## src/hdl/rmsenv_pkg.sv

```systemverilog
// Shared types, widths, register indexes and reset values for the RMS envelope follower.
// No dependencies; every other file in hdl/ imports this package.
package rmsenv_pkg;

   localparam int unsigned MAX_WINDOW   = 1024;
   localparam int unsigned MAX_CHANNELS = 2;

   localparam int unsigned SAMPLE_W   = 16;
   localparam int unsigned SUM_W      = 41;
   localparam int unsigned CNT_W      = 11;
   localparam int unsigned FOS_W      = 20;
   localparam int unsigned GAIN_W     = 17;
   localparam int unsigned LVL_W      = 8;
   localparam int unsigned CH_W       = 2;
   localparam int unsigned MUL_W      = 17;
   localparam int unsigned PROD_W     = 2 * MUL_W;
   localparam int unsigned ROOT_W     = 16;
   localparam int unsigned RAD_W      = 31;
   localparam int unsigned CSR_IDX_W  = 3;
   localparam int unsigned CSR_DATA_W = 20;

   typedef logic [CSR_IDX_W-1:0] csr_index_type;

   localparam csr_index_type CSR_CHANNEL_COUNT = 3'd0;
   localparam csr_index_type CSR_WINDOW_LEN    = 3'd1;
   localparam csr_index_type CSR_FRAME_CAP     = 3'd2;
   localparam csr_index_type CSR_GAIN_Q16      = 3'd3;
   localparam csr_index_type CSR_CEILING       = 3'd4;

   localparam logic [CH_W-1:0]   RST_CHANNEL_COUNT = 2'd1;
   localparam logic [CNT_W-1:0]  RST_WINDOW_LEN    = 11'd240;
   localparam logic [FOS_W-1:0]  RST_FRAME_CAP     = 20'd1920;
   localparam logic [GAIN_W-1:0] RST_GAIN_Q16      = 17'd26214;
   localparam logic [LVL_W-1:0]  RST_CEILING       = 8'd90;

endpackage

```

## src/hdl/rmsenv_serial_mul.sv

```systemverilog
// Shift-and-add unsigned multiplier, one multiplier bit per cycle.
// Depends on rmsenv_pkg for operand and product widths.
module rmsenv_serial_mul import rmsenv_pkg::*; (
   input  logic              clock,
   input  logic              reset,
   input  logic              start,
   input  logic [MUL_W-1:0]  a,
   input  logic [MUL_W-1:0]  b,
   output logic              done,
   output logic [PROD_W-1:0] product
);

   localparam int unsigned STEP_W = $clog2(MUL_W + 1);

   logic [PROD_W-1:0] acc_ff, acc_in;
   logic [PROD_W-1:0] mcand_ff, mcand_in;
   logic [MUL_W-1:0]  mplier_ff, mplier_in;
   logic [STEP_W-1:0] count_ff, count_in;
   logic              busy_ff, busy_in;
   logic              done_ff, done_in;

   always_comb begin
      acc_in    = acc_ff;
      mcand_in  = mcand_ff;
      mplier_in = mplier_ff;
      count_in  = count_ff;
      busy_in   = busy_ff;
      done_in   = 1'b0;
      if (start) begin
         acc_in    = '0;
         mcand_in  = {{(PROD_W-MUL_W){1'b0}}, a};
         mplier_in = b;
         count_in  = '0;
         busy_in   = 1'b1;
      end else if (busy_ff) begin
         if (mplier_ff[0]) begin
            acc_in = acc_ff + mcand_ff;
         end
         mcand_in  = {mcand_ff[PROD_W-2:0], 1'b0};
         mplier_in = {1'b0, mplier_ff[MUL_W-1:1]};
         count_in  = count_ff + 1'b1;
         if (count_ff == STEP_W'(MUL_W - 1)) begin
            busy_in = 1'b0;
            done_in = 1'b1;
         end
      end
   end

   always_ff @(posedge clock) begin
      acc_ff    <= acc_in;
      mcand_ff  <= mcand_in;
      mplier_ff <= mplier_in;
      count_ff  <= count_in;
      if (reset) begin
         busy_ff <= 1'b0;
         done_ff <= 1'b0;
      end else begin
         busy_ff <= busy_in;
         done_ff <= done_in;
      end
   end

   assign done    = done_ff;
   assign product = acc_ff;

endmodule

```

## src/hdl/rmsenv_divider.sv

```systemverilog
// Restoring divider: window sum over frame count, one quotient bit per cycle.
// Depends on rmsenv_pkg for the sum and count widths.
module rmsenv_divider import rmsenv_pkg::*; (
   input  logic             clock,
   input  logic             reset,
   input  logic             start,
   input  logic [SUM_W-1:0] dividend,
   input  logic [CNT_W-1:0] divisor,
   output logic             done,
   output logic [SUM_W-1:0] quotient
);

   localparam int unsigned STEP_W = $clog2(SUM_W + 1);

   logic [CNT_W:0]    rem_ff, rem_in;
   logic [SUM_W-1:0]  quo_ff, quo_in;
   logic [CNT_W-1:0]  dsor_ff, dsor_in;
   logic [STEP_W-1:0] count_ff, count_in;
   logic              busy_ff, busy_in;
   logic              done_ff, done_in;
   logic [CNT_W:0]    trial;
   logic              fits;

   always_comb begin
      trial     = {rem_ff[CNT_W-1:0], quo_ff[SUM_W-1]};
      fits      = trial >= {1'b0, dsor_ff};
      rem_in    = rem_ff;
      quo_in    = quo_ff;
      dsor_in   = dsor_ff;
      count_in  = count_ff;
      busy_in   = busy_ff;
      done_in   = 1'b0;
      if (start) begin
         rem_in   = '0;
         quo_in   = dividend;
         dsor_in  = divisor;
         count_in = '0;
         busy_in  = 1'b1;
      end else if (busy_ff) begin
         rem_in   = fits ? trial - {1'b0, dsor_ff} : trial;
         quo_in   = {quo_ff[SUM_W-2:0], fits};
         count_in = count_ff + 1'b1;
         if (count_ff == STEP_W'(SUM_W - 1)) begin
            busy_in = 1'b0;
            done_in = 1'b1;
         end
      end
   end

   always_ff @(posedge clock) begin
      rem_ff   <= rem_in;
      quo_ff   <= quo_in;
      dsor_ff  <= dsor_in;
      count_ff <= count_in;
      if (reset) begin
         busy_ff <= 1'b0;
         done_ff <= 1'b0;
      end else begin
         busy_ff <= busy_in;
         done_ff <= done_in;
      end
   end

   assign done     = done_ff;
   assign quotient = quo_ff;

endmodule

```

## src/hdl/rmsenv_isqrt.sv

```systemverilog
// Integer square root, one root bit (two radicand bits) per cycle.
// Depends on rmsenv_pkg for the radicand and root widths.
module rmsenv_isqrt import rmsenv_pkg::*; (
   input  logic              clock,
   input  logic              reset,
   input  logic              start,
   input  logic [RAD_W-1:0]  radicand,
   output logic              done,
   output logic [ROOT_W-1:0] root
);

   localparam int unsigned PAD_W  = 2 * ROOT_W;
   localparam int unsigned REM_W  = ROOT_W + 3;
   localparam int unsigned STEP_W = $clog2(ROOT_W + 1);

   logic [PAD_W-1:0]  rad_ff, rad_in;
   logic [REM_W-1:0]  rem_ff, rem_in;
   logic [ROOT_W-1:0] root_ff, root_in;
   logic [STEP_W-1:0] count_ff, count_in;
   logic              busy_ff, busy_in;
   logic              done_ff, done_in;
   logic [REM_W-1:0]  shifted;
   logic [REM_W-1:0]  trial;
   logic              fits;

   always_comb begin
      shifted  = {rem_ff[REM_W-3:0], rad_ff[PAD_W-1:PAD_W-2]};
      trial    = {1'b0, root_ff, 2'b01};
      fits     = shifted >= trial;
      rad_in   = rad_ff;
      rem_in   = rem_ff;
      root_in  = root_ff;
      count_in = count_ff;
      busy_in  = busy_ff;
      done_in  = 1'b0;
      if (start) begin
         rad_in   = {{(PAD_W-RAD_W){1'b0}}, radicand};
         rem_in   = '0;
         root_in  = '0;
         count_in = '0;
         busy_in  = 1'b1;
      end else if (busy_ff) begin
         rad_in   = {rad_ff[PAD_W-3:0], 2'b00};
         rem_in   = fits ? shifted - trial : shifted;
         root_in  = {root_ff[ROOT_W-2:0], fits};
         count_in = count_ff + 1'b1;
         if (count_ff == STEP_W'(ROOT_W - 1)) begin
            busy_in = 1'b0;
            done_in = 1'b1;
         end
      end
   end

   always_ff @(posedge clock) begin
      rad_ff   <= rad_in;
      rem_ff   <= rem_in;
      root_ff  <= root_in;
      count_ff <= count_in;
      if (reset) begin
         busy_ff <= 1'b0;
         done_ff <= 1'b0;
      end else begin
         busy_ff <= busy_in;
         done_ff <= done_in;
      end
   end

   assign done = done_ff;
   assign root = root_ff;

endmodule

```

## src/hdl/rms_envelope_follower.sv

```systemverilog
// RMS envelope follower: mono mix, windowed mean square, root, gain scale and clamp.
// Depends on rmsenv_pkg, rmsenv_serial_mul, rmsenv_divider and rmsenv_isqrt.
// A frame that closes no window is held off while the bit-serial multiplier squares it.
// A frame that closes a window also runs divide, root and gain multiply, in that order;
// its word then goes to the output register, after which the next frame is taken.
// The word waits in the output register; synchronous reset restores defaults, clears state.
module rms_envelope_follower import rmsenv_pkg::*; (
   input  logic                  clock,
   input  logic                  reset,
   input  logic                  req_valid,
   output logic                  req_stall,
   input  logic [SAMPLE_W-1:0]   req_sample_left,
   input  logic [SAMPLE_W-1:0]   req_sample_right,
   input  logic                  req_end_of_sound,
   output logic                  rsp_valid,
   input  logic                  rsp_stall,
   output logic [LVL_W-1:0]      rsp_level,
   output logic                  rsp_last_window,
   input  logic                  csr_we,
   input  logic [CSR_IDX_W-1:0]  csr_index,
   input  logic [CSR_DATA_W-1:0] csr_wdata
);

   localparam logic [2:0] ST_IDLE   = 3'd0;
   localparam logic [2:0] ST_SQUARE = 3'd1;
   localparam logic [2:0] ST_DIVIDE = 3'd2;
   localparam logic [2:0] ST_ROOT   = 3'd3;
   localparam logic [2:0] ST_SCALE  = 3'd4;
   localparam logic [2:0] ST_OUT    = 3'd5;

   localparam int unsigned WIDE_W = PROD_W + 8;
   localparam int unsigned LV_W   = WIDE_W - 31;

   logic [CH_W-1:0]   chan_ff;
   logic [CNT_W-1:0]  window_ff;
   logic [FOS_W-1:0]  cap_ff;
   logic [GAIN_W-1:0] gain_ff;
   logic [LVL_W-1:0]  ceiling_ff;

   logic [2:0]        state_ff, state_in;
   logic [SUM_W-1:0]  sum_ff, sum_in;
   logic [CNT_W-1:0]  fiw_ff, fiw_in;
   logic [FOS_W-1:0]  fos_ff, fos_in;
   logic              capped_ff, capped_in;
   logic              eos_ff, eos_in;
   logic              last_ff, last_in;
   logic              rsp_valid_ff, rsp_valid_in;
   logic [LVL_W-1:0]  rsp_level_ff, rsp_level_in;
   logic              rsp_last_ff, rsp_last_in;

   logic              accept;
   logic              use_avg;
   logic signed [SAMPLE_W:0] pair_sum;
   logic signed [SAMPLE_W:0] mono;
   logic [SAMPLE_W:0] mag;
   logic [CNT_W-1:0]  win;
   logic [FOS_W-1:0]  cap;
   logic [SUM_W-1:0]  sum_new;
   logic [CNT_W-1:0]  fiw_new;
   logic [FOS_W-1:0]  fos_new;
   logic              at_cap;
   logic              emit;
   logic [WIDE_W-1:0] prod_wide;
   logic [WIDE_W-1:0] scaled;
   logic [LV_W-1:0]   level_raw;
   logic [LVL_W-1:0]  level;

   logic              mul_start, mul_done;
   logic [MUL_W-1:0]  mul_a, mul_b;
   logic [PROD_W-1:0] mul_product;
   logic              div_start, div_done;
   logic [SUM_W-1:0]  div_quotient;
   logic              sqrt_start, sqrt_done;
   logic [ROOT_W-1:0] sqrt_root;

   rmsenv_serial_mul u_mul (
      .clock   (clock),
      .reset   (reset),
      .start   (mul_start),
      .a       (mul_a),
      .b       (mul_b),
      .done    (mul_done),
      .product (mul_product)
   );

   rmsenv_divider u_div (
      .clock    (clock),
      .reset    (reset),
      .start    (div_start),
      .dividend (sum_new),
      .divisor  (fiw_new),
      .done     (div_done),
      .quotient (div_quotient)
   );

   rmsenv_isqrt u_sqrt (
      .clock    (clock),
      .reset    (reset),
      .start    (sqrt_start),
      .radicand (div_quotient[RAD_W-1:0]),
      .done     (sqrt_done),
      .root     (sqrt_root)
   );

   assign req_stall = (state_ff != ST_IDLE);
   assign accept    = req_valid && !req_stall;

   always_comb begin
      use_avg  = (MAX_CHANNELS >= 2) && (chan_ff >= CH_W'(2));
      pair_sum = $signed({req_sample_left[SAMPLE_W-1], req_sample_left})
               + $signed({req_sample_right[SAMPLE_W-1], req_sample_right});
      if (use_avg) begin
         mono = (pair_sum + $signed({{SAMPLE_W{1'b0}}, pair_sum[SAMPLE_W]})) >>> 1;
      end else begin
         mono = $signed({req_sample_left[SAMPLE_W-1], req_sample_left});
      end
      mag = mono[SAMPLE_W] ? (SAMPLE_W+1)'(-mono) : mono;

      priority if (window_ff == '0) begin
         win = CNT_W'(1);
      end else if ({2'b00, window_ff} > (CNT_W+2)'(MAX_WINDOW)) begin
         win = CNT_W'(MAX_WINDOW);
      end else begin
         win = window_ff;
      end
      cap = (cap_ff == '0) ? FOS_W'(1) : cap_ff;

      sum_new = sum_ff + {{(SUM_W-PROD_W){1'b0}}, mul_product};
      fiw_new = fiw_ff + 1'b1;
      fos_new = fos_ff + 1'b1;
      at_cap  = fos_new >= cap;
      emit    = at_cap || eos_ff || (fiw_new >= win);

      prod_wide = {8'b0, mul_product};
      scaled    = {prod_wide[WIDE_W-9:0], 8'b0} - prod_wide;
      level_raw = scaled[WIDE_W-1:31];
      level     = (level_raw > {{(LV_W-LVL_W){1'b0}}, ceiling_ff}) ? ceiling_ff
                                                                   : level_raw[LVL_W-1:0];
   end

   always_comb begin
      state_in     = state_ff;
      sum_in       = sum_ff;
      fiw_in       = fiw_ff;
      fos_in       = fos_ff;
      capped_in    = capped_ff;
      eos_in       = eos_ff;
      last_in      = last_ff;
      rsp_valid_in = rsp_valid_ff && rsp_stall;
      rsp_level_in = rsp_level_ff;
      rsp_last_in  = rsp_last_ff;
      mul_start    = 1'b0;
      mul_a        = {1'b0, sqrt_root};
      mul_b        = gain_ff;
      div_start    = 1'b0;
      sqrt_start   = 1'b0;

      unique case (state_ff)
         ST_IDLE: begin
            mul_a = mag[MUL_W-1:0];
            mul_b = mag[MUL_W-1:0];
            if (accept) begin
               if (capped_ff) begin
                  if (req_end_of_sound) begin
                     capped_in = 1'b0;
                     fos_in    = '0;
                     sum_in    = '0;
                     fiw_in    = '0;
                  end
               end else begin
                  mul_start = 1'b1;
                  eos_in    = req_end_of_sound;
                  state_in  = ST_SQUARE;
               end
            end
         end
         ST_SQUARE: begin
            if (mul_done) begin
               if (emit) begin
                  div_start = 1'b1;
                  last_in   = at_cap || eos_ff;
                  sum_in    = '0;
                  fiw_in    = '0;
                  if (at_cap || eos_ff) begin
                     fos_in    = '0;
                     capped_in = at_cap && !eos_ff;
                  end else begin
                     fos_in = fos_new;
                  end
                  state_in = ST_DIVIDE;
               end else begin
                  sum_in   = sum_new;
                  fiw_in   = fiw_new;
                  fos_in   = fos_new;
                  state_in = ST_IDLE;
               end
            end
         end
         ST_DIVIDE: begin
            if (div_done) begin
               sqrt_start = 1'b1;
               state_in   = ST_ROOT;
            end
         end
         ST_ROOT: begin
            if (sqrt_done) begin
               mul_start = 1'b1;
               state_in  = ST_SCALE;
            end
         end
         ST_SCALE: begin
            if (mul_done) begin
               state_in = ST_OUT;
            end
         end
         ST_OUT: begin
            if (!rsp_valid_ff || !rsp_stall) begin
               rsp_valid_in = 1'b1;
               rsp_level_in = level;
               rsp_last_in  = last_ff;
               state_in     = ST_IDLE;
            end
         end
         default: begin
            state_in = ST_IDLE;
         end
      endcase
   end

   always_ff @(posedge clock) begin
      eos_ff       <= eos_in;
      last_ff      <= last_in;
      rsp_level_ff <= rsp_level_in;
      rsp_last_ff  <= rsp_last_in;
      if (reset) begin
         state_ff     <= ST_IDLE;
         sum_ff       <= '0;
         fiw_ff       <= '0;
         fos_ff       <= '0;
         capped_ff    <= 1'b0;
         rsp_valid_ff <= 1'b0;
      end else begin
         state_ff     <= state_in;
         sum_ff       <= sum_in;
         fiw_ff       <= fiw_in;
         fos_ff       <= fos_in;
         capped_ff    <= capped_in;
         rsp_valid_ff <= rsp_valid_in;
      end
   end

   always_ff @(posedge clock) begin
      if (reset) begin
         chan_ff    <= RST_CHANNEL_COUNT;
         window_ff  <= RST_WINDOW_LEN;
         cap_ff     <= RST_FRAME_CAP;
         gain_ff    <= RST_GAIN_Q16;
         ceiling_ff <= RST_CEILING;
      end else if (csr_we) begin
         unique case (csr_index)
            CSR_CHANNEL_COUNT: chan_ff    <= csr_wdata[CH_W-1:0];
            CSR_WINDOW_LEN:    window_ff  <= csr_wdata[CNT_W-1:0];
            CSR_FRAME_CAP:     cap_ff     <= csr_wdata[FOS_W-1:0];
            CSR_GAIN_Q16:      gain_ff    <= csr_wdata[GAIN_W-1:0];
            CSR_CEILING:       ceiling_ff <= csr_wdata[LVL_W-1:0];
            default: begin
            end
         endcase
      end
   end

   assign rsp_valid       = rsp_valid_ff;
   assign rsp_level       = rsp_level_ff;
   assign rsp_last_window = rsp_last_ff;

`ifndef SYNTHESIS
   a_capped_clear: assert property (@(posedge clock) disable iff (reset)
      capped_ff |-> (fiw_ff == '0) && (sum_ff == '0))
      else $error("capped sound holds a partial window");

   a_units_exclusive: assert property (@(posedge clock) disable iff (reset)
      $onehot0({mul_done, div_done, sqrt_done}))
      else $error("two arithmetic units finished together");

   a_idle_quiet: assert property (@(posedge clock) disable iff (reset)
      (state_ff == ST_IDLE) |-> !mul_done && !div_done && !sqrt_done)
      else $error("arithmetic unit finished while sequencer idle");
`endif

endmodule

```

## config.mk

```make
export PLATFORM = sky130hd
export DESIGN_NAME = rms_envelope_follower
export DESIGN_NICKNAME = d
export VERILOG_FILES = /design/src/hdl/rmsenv_pkg.sv /design/src/hdl/rmsenv_serial_mul.sv /design/src/hdl/rmsenv_divider.sv /design/src/hdl/rmsenv_isqrt.sv /design/src/hdl/rms_envelope_follower.sv
export SDC_FILE = /design/constraint.sdc
export NUM_CORES = 1
export LEC_CHECK = 0
export BUFFER_PORTS_ARGS = -buffer_cell sky130_fd_sc_hd__buf_2
export CAP_MARGIN = 20
export CELL_PAD_IN_SITES_DETAIL_PLACEMENT = 1
export CELL_PAD_IN_SITES_GLOBAL_PLACEMENT = 1
export CORE_UTILIZATION = 53
export CTS_CLUSTER_SIZE = 25
export DETAILED_ROUTE_END_ITERATION = 8
export GPL_TIMING_DRIVEN = 0
export PLACE_DENSITY = 0.94
export SYNTH_ARGS = -nofsm -noshare
export SYNTH_HDL_FRONTEND = slang
export SYNTH_SLANG_ARGS = --single-unit
```

## constraint.sdc

```tcl
create_clock -name clock -period 15.2 [get_ports clock]
set_input_delay 1.52 -clock clock [delete_from_list [all_inputs] [get_ports clock]]
set_output_delay 1.52 -clock clock [all_outputs]
set_load 0.005 [all_outputs]
```

==> results of run 1 <==
==> cell usage after synthesis, types with 31 or more instances <==
master	count	share of area [%]
dfxtp_1	252	21
clkbuf_1	92	1.4
a211oi_1	34	1.1
o21a_1	36	1.1
a21oi_1	237	4.9
xnor2_1	89	3.2
and3_1	31	0.81
mux2i_1	54	2.2
nand4_1	31	0.81
nand2_1	377	5.9
inv_1	137	2.1
edfxtp_1	128	16
a21o_1	79	2.5
mux2_2	36	1.7
ha_1	187	9.7
nor2_1	257	4.0
nand3b_1	39	1.2
nand3_1	71	1.5
nor3_1	39	0.81
o21ai_0	124	2.6
xor2_1	67	2.4
a22oi_1	34	1.1
==> metal layers <==
metal  GRT usage, %  routed length (um)  up-vias
met1           41.4               33000    11100
met5              0                  11        -
met2           63.2               41200      870
met3           5.02                4920      286
met4           20.2                4610        2
li1               -                   -    10300
==> worst max-delay path, stage by stage (launching register included) <==
cell and delay (ns):
dfxtp_1 0.51, ha_1 0.40, nand3_1 0.25, nor2_1 0.24
and4_1 0.35, and3_1 0.32, and3_1 0.28, xor2_1 0.27
ha_1 0.30, a2111oi_0 0.51, o21a_1 0.20, o21ai_0 0.30
a2111oi_1 0.79, or2_0 0.40, inv_1 0.10, clkbuf_1 0.32
buf_1 0.57, nand2_1 0.20, nand2_1 0.09
==> final cells by class <==
type	instances	share of cell area (%)
multi-input cells	2164	53.3
flip-flops and latches	380	33.5
clock buffers	58	4.61
well taps	592	2.79
inverters	140	1.98
plain buffers	117	1.74
repair buffers	74	1.49
clock inverters	20	0.580
diodes	1	0.00942
==> how the worst max path moves through the flow <==
stage                                start                      endpoint  slack, ns  cells past startpoint
floorplan               req_sample_left[0]  u_mul.mcand_ff[12]$_DFFE_PP_       9.29                     20
detailed placement      req_sample_left[0]   u_mul.mcand_ff[4]$_DFFE_PP_       8.29                     21
finish              fos_ff[0]$_SDFFE_PP0P_  u_div.quotient[33]$_DFFE_PP_       8.51                     18
global route        fos_ff[0]$_SDFFE_PP0P_  u_div.quotient[33]$_DFFE_PP_       8.31                     18
global placement       req_sample_left[13]   u_mul.mcand_ff[4]$_DFFE_PP_       8.12                     18
CTS                 fos_ff[0]$_SDFFE_PP0P_  u_div.quotient[33]$_DFFE_PP_       8.72                     18
==> sequential cells by signal (all words and copies together), names as in the netlist, 16 cells and up <==
register         cells
cap_ff              20
fos_ff              20
gain_ff             17
sum_ff              41
u_div.quotient      41
u_mul.mcand_ff      34
u_mul.mplier_ff     17
u_mul.product       34
u_sqrt.rad_ff       32
u_sqrt.rem_ff       17
u_sqrt.root         16
==> per-stage QoR <==
| stage | std cells | setup WS (ns) |
|---|---|---|
| final | 3546 | 8.51 |
| after global routing | 3546 | 8.31 |
| after CTS | 3544 | 8.72 |
| after detailed placement | 3466 | 8.29 |
| after global placement | 3463 | 8.12 |
| after floorplan | 2801 | 9.29 |
==> where the power goes <==
part	switching, mW	internal [mW]	leakage [nW]
sequential	0.0529	1.09	3.23
clock	0.461	0.586	0.682
combinational	0.428	0.282	7.22
total	0.942	1.96	11.1
==> cell families (layout without fill, tap and decap cells) <==
kind of cell	Yosys count	in the layout	synth area share (%)
xor gates and xnor gates	156	156	5.69
and+or+nand+nor	1002	1002	19.7
other	0	1	0
DFF	380	380	37.0
buffers and inverters	257	409	4.11
adders and majority gates	191	191	10.1
muxes	90	90	3.94
AOI/OAI and AO/OA	725	725	19.5
==> impl_metrics.csv, run 1 <==
group,metric,value,unit
finish,utilization,59.7,%
global_routing,track_usage,35.8,%
route,totalWireLength,83.7,mm
global_routing,grt_pass1_wl,132,mm
clocking,cts.sinks,380,
route,wl_per_cell,23.6,um
route,drc,0,
finish,mostFrequentLayoutCells,"nand2_1 (377), nor2_1 (257), dfxtp_1 (252)",
timing,setup_tns,0,ns
clocking,cts_tree,"built",
global_routing,antenna_found_initial,2,
yosys,ys_warn_count,0,
place,dpl_cell_area,25200,um^2
yosys,synth_top_flop_cell,"dfxtp_1",
hold_path,holdCritPathClass,"reg -> reg",
yosys,synth_edf_count,128,
timing,slew_violations,0,
yosys,synth.distinct_cells,94,
global_routing,grt_max_degree,35,
hold_path,hold_depth,2,
finish,synthToLayoutAreaGrowth,10.5,%
pwr,power.density,109,nW/um^2
route,antenna_left,0,
critical_path,reg2reg_depth,18,
yosys,ys_seq_elements,380,
finish,drive_gt1_share,7.45,%
clocking,cts_root_buf,"clkbuf_16",
floorplan,start_util,54.0,%
timing,fmax,0.149,GHz
timing,relSlewSlack,23.7,%
critical_path,end_kind,"flop",
critical_path,r2r_start,"fos_ff[0]$_SDFFE_PP0P_",
route,first_iter_violations,1359,
finish,seqCellArea,8890,um^2
floorplan,io_pins,72,
place,dp_hpwl,61.3,mm
floorplan,core_area,44500,um^2
finish,multi_input_area,14200,um^2
timing,min_period,6.69,ns
critical_path,worst-path-max-fanout,20,
critical_path,crit_required,15.52,ns
route,first_pass_iters,7,
finish,n_fill_cell,5283,
yosys,synth-seq-area-share,37.0,%
yosys,syn_area,24000,um^2
finish,final_common_cell,"nand2_1",
clocking,htreeDepth,2,
critical_path,timing.rr.end,"u_div.quotient[33]$_DFFE_PP_",
pwr,p_leak,11.1,nW
timing,hold_viol,0,
place,gp_congestion,0.943,
hold_path,min_to,"gain_ff[11]$_SDFFE_PP0P_",
floorplan,chipHeight,215,um
yosys,async_reset_ff_share,0,%
clocking,ctsHoldBuffers,0,
place,port_buffers,70,
yosys,synth_area_per_cell,8.58,um^2
timing,worst_pin_slew,1.14,ns
clocking,numCtsBuffers,43,
critical_path,cp.arrival,7.01,ns
hold_path,worstHoldStart,"gain_ff[11]$_SDFFE_PP0P_",
floorplan,fp.dieW,215,um
floorplan,rows,77,
flow_run,cap_viol_max_count,0,
critical_path,crit_type,"reg -> reg",
critical_path,ff2ff_setup_slack,8.51,ns
clocking,clock_path_buffers,3,
route,vias,22600,
timing,report.final.setup_viol,0,
clocking,cts.clk_slew.worst_paths,0.06,ns
yosys,synth_nets,3053,
timing,skew,0.0342,ns
finish,nNetsFinal,3172,
timing,period_share,44.0,%
global_routing,overflow,0,
timing,rsz0062_at_grt,"no",
timing,hold_ws,0.467,ns
clocking,clk_latency,0.59,ns
clocking,postCtsSetupRepairBufs,0,
pwr,total_power,2.90,mW
global_routing,grt_pass1_vias,24200,
outcome,status,"finished clean",
finish,design_area,26600,um^2
critical_path,startpoint_type,"flop",
clocking,cts_resized,0,
route,vias_per_cell,6.37,
floorplan,die-area,46200,um^2
pwr,vdd_drop_max,0.0916,mV
yosys,synthCells,2801,
(Power assumes the default switching activity.)
==> run 2, diff against run 1 <==
--- a/config.mk
+++ b/config.mk
@@ -9,11 +9,11 @@
 export CAP_MARGIN = 20
 export CELL_PAD_IN_SITES_DETAIL_PLACEMENT = 1
 export CELL_PAD_IN_SITES_GLOBAL_PLACEMENT = 1
-export CORE_UTILIZATION = 53
+export CORE_UTILIZATION = 44
 export CTS_CLUSTER_SIZE = 25
 export DETAILED_ROUTE_END_ITERATION = 8
 export GPL_TIMING_DRIVEN = 0
-export PLACE_DENSITY = 0.94
+export PLACE_DENSITY = 0.84
 export SYNTH_ARGS = -nofsm -noshare
 export SYNTH_HDL_FRONTEND = slang
 export SYNTH_SLANG_ARGS = --single-unit
==> constraint.sdc (replaced) <==
create_clock -name clock -period 5.63 [get_ports clock]
set_input_delay 0.563 -clock clock [delete_from_list [all_inputs] [get_ports clock]]
set_output_delay 0.563 -clock clock [all_outputs]
set_load 0.005 [all_outputs]
==> run 2 against run 1 <==
  * Final area increased by 1.3%
  * Clock skew fell by 0.020 ns
  * Cell count rose by 3.1%
  * Clock power increased to 2.9 times the previous value
  * Combinational power grew to 2.8 times the previous value
  * First-iteration DRC count fell by 9.8%
  * Non-clock buffer count increased by 2
  * Sequential power grew to 2.7 times the previous value
  * Worst setup slack worse by 8.4 ns
  * Sequential cell count is the same
  * Register-to-register slack worse by 8.4 ns
  * Core utilization down 9.8 points
  * Critical path type unchanged
==> impl_metrics.csv, run 2 (same netlist as run 1, synthesis figures left out) <==
group,metric,value,unit
clocking,numCtsBuffers,44,
place,gp_congestion,0.958,
pwr,clkPwrFrac,37.7,%
finish,final_common_cell,"nand2_1",
global_routing,grt_max_degree,39,
finish,antenna_cells,0,
finish,synthToLayoutAreaGrowth,12.0,%
critical_path,end_kind,"flop",
pwr,power.density,301,nW/um^2
floorplan,rows,85,
place,port_buffers,70,
floorplan,fp.dieW,236,um
route,first_pass_iters,5,
timing,period_share,97.3,%
hold_path,holdCritPathClass,"in -> reg",
timing,min_period,5.48,ns
clocking,clock_path_buffers,3,
finish,drive_gt1_share,8.21,%
timing,worst_pin_slew,1.18,ns
floorplan,chipHeight,236,um
global_routing,antenna_found_initial,4,
route,drc,0,
clocking,clk_latency,0.59,ns
clocking,cts.clk_slew.worst_paths,0.06,ns
place,place_ws,-0.665,ns
pwr,seq_power_share,38.1,%
route,first_iter_violations,1226,
finish,multi_input_area,14200,um^2
clocking,cts_tree,"built",
timing,relSlewSlack,21.6,%
global_routing,grt_pass1_vias,22900,
place,dp_hpwl,58.9,mm
flow_run,cap_viol_max_count,0,
global_routing,groute.layer.met1.usage,33.6,%
clocking,ctsHoldBuffers,0,
global_routing,use_met2,48.1,%
timing,slew_violations,0,
floorplan,die-area,55600,um^2
finish,nNetsFinal,3175,
floorplan,core_area,53900,um^2
pwr,vdd_drop_max,0.179,mV
finish,final-instance-count-excl-fill,3655,
timing,report.final.setup_viol,0,
finish,seqCellArea,8900,um^2
pwr,p_leak,11.3,nW
critical_path,crit_required,5.96,ns
clocking,htreeDepth,2,
global_routing,gr-usage-met3,3.82,%
route,antenna_left,0,
critical_path,crit_type,"reg -> reg",
pwr,p_comb_share,24.2,%
pwr,p_sw_share,31.3,%
floorplan,start_util,44.6,%
finish,n_fill_cell,6364,
clocking,cts.sinks,380,
route,vias,21700,
finish,utilization,49.9,%
critical_path,startpoint_type,"flop",
global_routing,grt_pass1_wl,122,mm
floorplan,io_pins,72,
timing,setup_slack,0.150,ns
route,wl_per_cell,21.1,um
pwr,power_switching,2.54,mW
timing,hold_viol,0,
clocking,cts_root_buf,"clkbuf_16",
critical_path,worst-path-max-fanout,8,
global_routing,overflow,0,
pwr,p_int,5.57,mW
critical_path,cp.arrival,5.81,ns
place,dp_cells,3569,
finish,mostFrequentLayoutCells,"nand2_1 (377), nor2_1 (257), dfxtp_1 (247)",
timing,skew,0.0143,ns
global_routing,track_usage,27.3,%
route,totalWireLength,77.2,mm
global_routing,grt-busiest-layer,"met2",
outcome,status,"finished clean",
route,vias_per_cell,5.94,
timing,fmax,0.182,GHz
[run 2: cell count changes in the layout (fill, tap and decap cells not counted), sizes merged]
cell and change:
buf +2, clkinv +1, diode -1, clkbuf +1, clkinvlp +1, bufinv +4
inv -3
[run 2: layout make-up]
cell class | count | area share, %
sequential | 380 | 33.1
buffer | 117 | 1.75
multi-input combinational | 2164 | 52.8
clock inverter | 23 | 0.986
inverter | 140 | 1.95
timing repair buffer | 76 | 1.56
tap | 696 | 3.24
clock buffer | 59 | 4.68
[run 2: power by group through the flow]
stage          registers [mW]  clock network [mW]  logic, mW
2_1_floorplan            3.07                   0       1.37
3_3_place_gp             3.14                   0       1.75
3_5_place_dp             3.14                   0       1.85
4_1_cts                  3.08                3.08       1.89
5_1_grt                  3.09                3.17       2.14
6_report                 3.09                3.06       1.97
[run 2: layer usage]
metal	vias to the layer above	part of all wire (%)
met1	10800	43
met5	-	0.018
li1	10300	-
met2	507	49
met4	2	3.4
met3	155	4.6
[run 2: what timing repair did]
action | 4_1_cts | 5_1_grt
pin swaps | 1 | 1
setup buffers | 1 | 2
setup endpoints to repair | 139 | 51
resized for setup | 11 | 17
[run 2: path summary, 6_finish.rpt]
check                                 start                   endpoint  slack [ns]  cells after the start
max reg2reg  u_mul.product[10]$_SDFFE_PP0P_     rsp_level[2]$_DFFE_PP_        0.15                     26
max          u_mul.product[10]$_SDFFE_PP0P_     rsp_level[2]$_DFFE_PP_        0.15                     26
min reg2reg               last_ff$_DFFE_PP_  rsp_last_window$_DFFE_PP_        0.43                      0
min                           csr_wdata[19]    cap_ff[19]$_SDFFE_PP0P_        0.22                      3
[run 2: critical path: stages, from the launching register on]
cell,delay (ns)
dfxtp_4,0.42
inv_1,0.06
ha_1,0.30
a21o_1,0.18
a21oi_1,0.18
o221ai_1,0.14
a21o_1,0.20
a21o_1,0.22
a21oi_2,0.18
a31oi_1,0.11
nor2_1,0.12
o21ai_0,0.10
xor2_1,0.27
ha_1,0.30
nor2b_1,0.14
o21a_1,0.16
o21a_1,0.17
o21a_1,0.17
o21a_1,0.16
o21a_1,0.17
o21a_1,0.16
o22a_1,0.18
a311oi_1,0.27
nand2_1,0.17
a21oi_4,0.16
buf_12,0.14
mux2_2,0.39
[run 2: stage by stage]
step	hold WS [ns]	area (um^2)	total power [mW]	TNS, ns
3_5_place_dp	0.414	25300	4.99	-31.67
5_1_grt	0.225	26900	8.40	-0.137
6_report	0.219	26900	8.11	0
4_1_cts	0.197	26800	8.05	0
3_3_place_gp	0.412	25300	4.88	-61.05
2_1_floorplan	0.400	24000	4.44	0
==> run 3, diff against run 2 <==
--- a/config.mk
+++ b/config.mk
@@ -14,6 +14,8 @@
 export DETAILED_ROUTE_END_ITERATION = 8
 export GPL_TIMING_DRIVEN = 0
 export PLACE_DENSITY = 0.84
+export REMOVE_ABC_BUFFERS = 1
 export SYNTH_ARGS = -nofsm -noshare
 export SYNTH_HDL_FRONTEND = slang
 export SYNTH_SLANG_ARGS = --single-unit
+export TNS_END_PERCENT = 10
==> run 3 against run 2 <==
  * Sequential cell count unchanged
  * Sequential share of layout area up 0.19 points
  * Clock power down 7.2%
  * Combinational power up 3%
==> impl_metrics.csv, run 3 (same netlist as run 1, synthesis figures left out) <==
group,metric,value,unit
finish,seqCellArea,8910,um^2
critical_path,timing.rr.end,"rsp_level[5]$_DFFE_PP_",
flow_run,cap_viol_max_count,0,
finish,nNetsFinal,3080,
hold_path,min_to,"eos_ff$_DFFE_PP_",
place,gp_congestion,0.903,
outcome,status,"finished clean",
finish,n_fill_cell,6283,
timing,hold_ws,0.219,ns
pwr,p_comb_share,25.4,%
critical_path,startpoint_type,"flop",
route,vias,20900,
clocking,cts_root_buf,"clkbuf_16",
floorplan,io_pins,72,
global_routing,grt_pass1_wl,112,mm
pwr,p_int,5.48,mW
finish,mostFrequentLayoutCells,"nand2_1 (375), nor2_1 (254), dfxtp_1 (241)",
clocking,numCtsBuffers,42,
critical_path,crit_required,5.94,ns
pwr,clkPwrFrac,35.7,%
finish,antenna_cells,0,
finish,drive_gt1_share,8.94,%
finish,design_area,26800,um^2
critical_path,ff2ff_setup_slack,0.11,ns
global_routing,grt_max_degree,85,
critical_path,crit_type,"reg -> reg",
timing,hold_viol,0,
clocking,cts.clk_slew.worst_paths,0.07,ns
clocking,cts_tree,"built",
timing,fmax,0.181,GHz
finish,synthToLayoutAreaGrowth,11.5,%
critical_path,end_kind,"flop",
pwr,power_switching,2.46,mW
pwr,total_power,7.94,mW
critical_path,critPathLaunch,"u_mul.product[8]$_SDFFE_PP0P_",
timing,setup_slack,0.109,ns
timing,setup_tns,0,ns
timing,skew,0.0250,ns
floorplan,fp.dieW,236,um
timing,worst_pin_slew,1.16,ns
route,totalWireLength,69.4,mm
route,first_pass_iters,4,
global_routing,grt-busiest-layer,"met2",
hold_path,holdCritPathClass,"in -> reg",
place,place_ws,-0.504,ns
finish,multi_input_area,14300,um^2
route,vias_per_cell,5.86,
pwr,p_sw_share,31.0,%
clocking,clock_path_buffers,3,
critical_path,cp_slowest_cell,"dfxtp_4",
floorplan,chipHeight,236,um
route,wl_per_cell,19.5,um
floorplan,start_util,44.6,%
global_routing,gr-usage-met3,2.77,%
timing,relSlewSlack,21.0,%
pwr,seq_power_share,38.8,%
pwr,p_leak,11.2,nW
global_routing,use_met2,43.7,%
hold_path,hold_depth,1,
floorplan,rows,85,
hold_path,worstHoldStart,"req_end_of_sound",
clocking,htreeDepth,2,
finish,final_common_cell,"nand2_1",
critical_path,slowest_delay,0.40,ns
critical_path,cp.arrival,5.83,ns
critical_path,worst-path-max-fanout,8,
global_routing,groute.layer.met1.usage,30.2,%
place,port_buffers,71,
route,antenna_left,0,
critical_path,r2r_start,"u_mul.product[8]$_SDFFE_PP0P_",
route,first_iter_violations,1019,
floorplan,core_area,53900,um^2
route,drc,0,
place,dpl_cell_area,25200,um^2
global_routing,overflow,0,
critical_path,crit_path_frequent_cell,"o21a_1",
clocking,clk_latency,0.58,ns
clocking,cts.sinks,380,
critical_path,reg2reg_depth,26,
timing,slew_violations,0,
timing,report.final.setup_viol,0,
global_routing,antenna_found_initial,1,
timing,period_share,98.1,%
place,dp_hpwl,51.2,mm
pwr,power.density,296,nW/um^2
timing,min_period,5.52,ns
global_routing,track_usage,24.4,%
global_routing,grt_pass1_vias,22000,
pwr,vdd_drop_max,0.175,mV
floorplan,die-area,55600,um^2
-- run 3: worst max path at each step --
stage          depth (start not counted)                     endpoint
5_1_grt                               26       rsp_level[5]$_DFFE_PP_
3_5_place_dp                          17        u_div.done$_SDFF_PP0_
2_1_floorplan                         16  u_div.quotient[0]$_DFFE_PP_
4_1_cts                               26       rsp_level[4]$_DFFE_PP_
3_3_place_gp                          15        u_div.done$_SDFF_PP0_
6_report                              26       rsp_level[5]$_DFFE_PP_
-- run 3: area by class of cell --
class	instances	share of cell area [%]
multi-input cells	2165	53.3
flip-flops and latches	380	33.3
clock buffers	66	4.56
well taps	696	3.25
repair buffers	99	3.03
inverters	140	1.96
clock inverters	12	0.659
-- run 3: layer usage --
metal  vias to the layer above  wire length, um
met5                         -                0
met4                         0             2380
met3                       139             2180
met2                       345            33800
met1                     10300            31000
li1                      10100                -
-- run 3: power by group through the flow --
stage               Clock, mW  Combinational [mW]  Sequential [mW]
floorplan                   0                1.34             3.08
global placement            0                1.73             3.13
detailed placement          0                1.85             3.13
CTS                      2.89                1.94             3.08
global route             2.99                2.19             3.09
finish                   2.84                2.02             3.08
-- run 3: repair_timing --
action                     in CTS  in global routing
gates resized for setup        13                 16
setup endpoints to repair      74                 81
pin swaps                       1                 12
hold buffers                    0                  0
gates cloned                    0                  1
setup buffers                   2                  6
-- run 3: critical path, delay by kind of cell, from the launching register on --
family,cells,cell delay (ns)
xor gates and xnor gates,1,0.36
DFF,1,0.40
buffers and inverters,2,0.22
and+or+nand+nor,4,0.55
AOI/OAI and AO/OA,16,2.79
adders and majority gates,2,0.57
muxes,1,0.37
-- run 3: through the flow --
| stage | instances | util (%) |
|---|---|---|
| after global routing | 3558 | 49.7 |
| after global placement | 3451 | 46.0 |
| after CTS | 3549 | 49.4 |
| after floorplan | 2684 | - |
| final | 3558 | 49.7 |
| after detailed placement | 3469 | 46.7 |
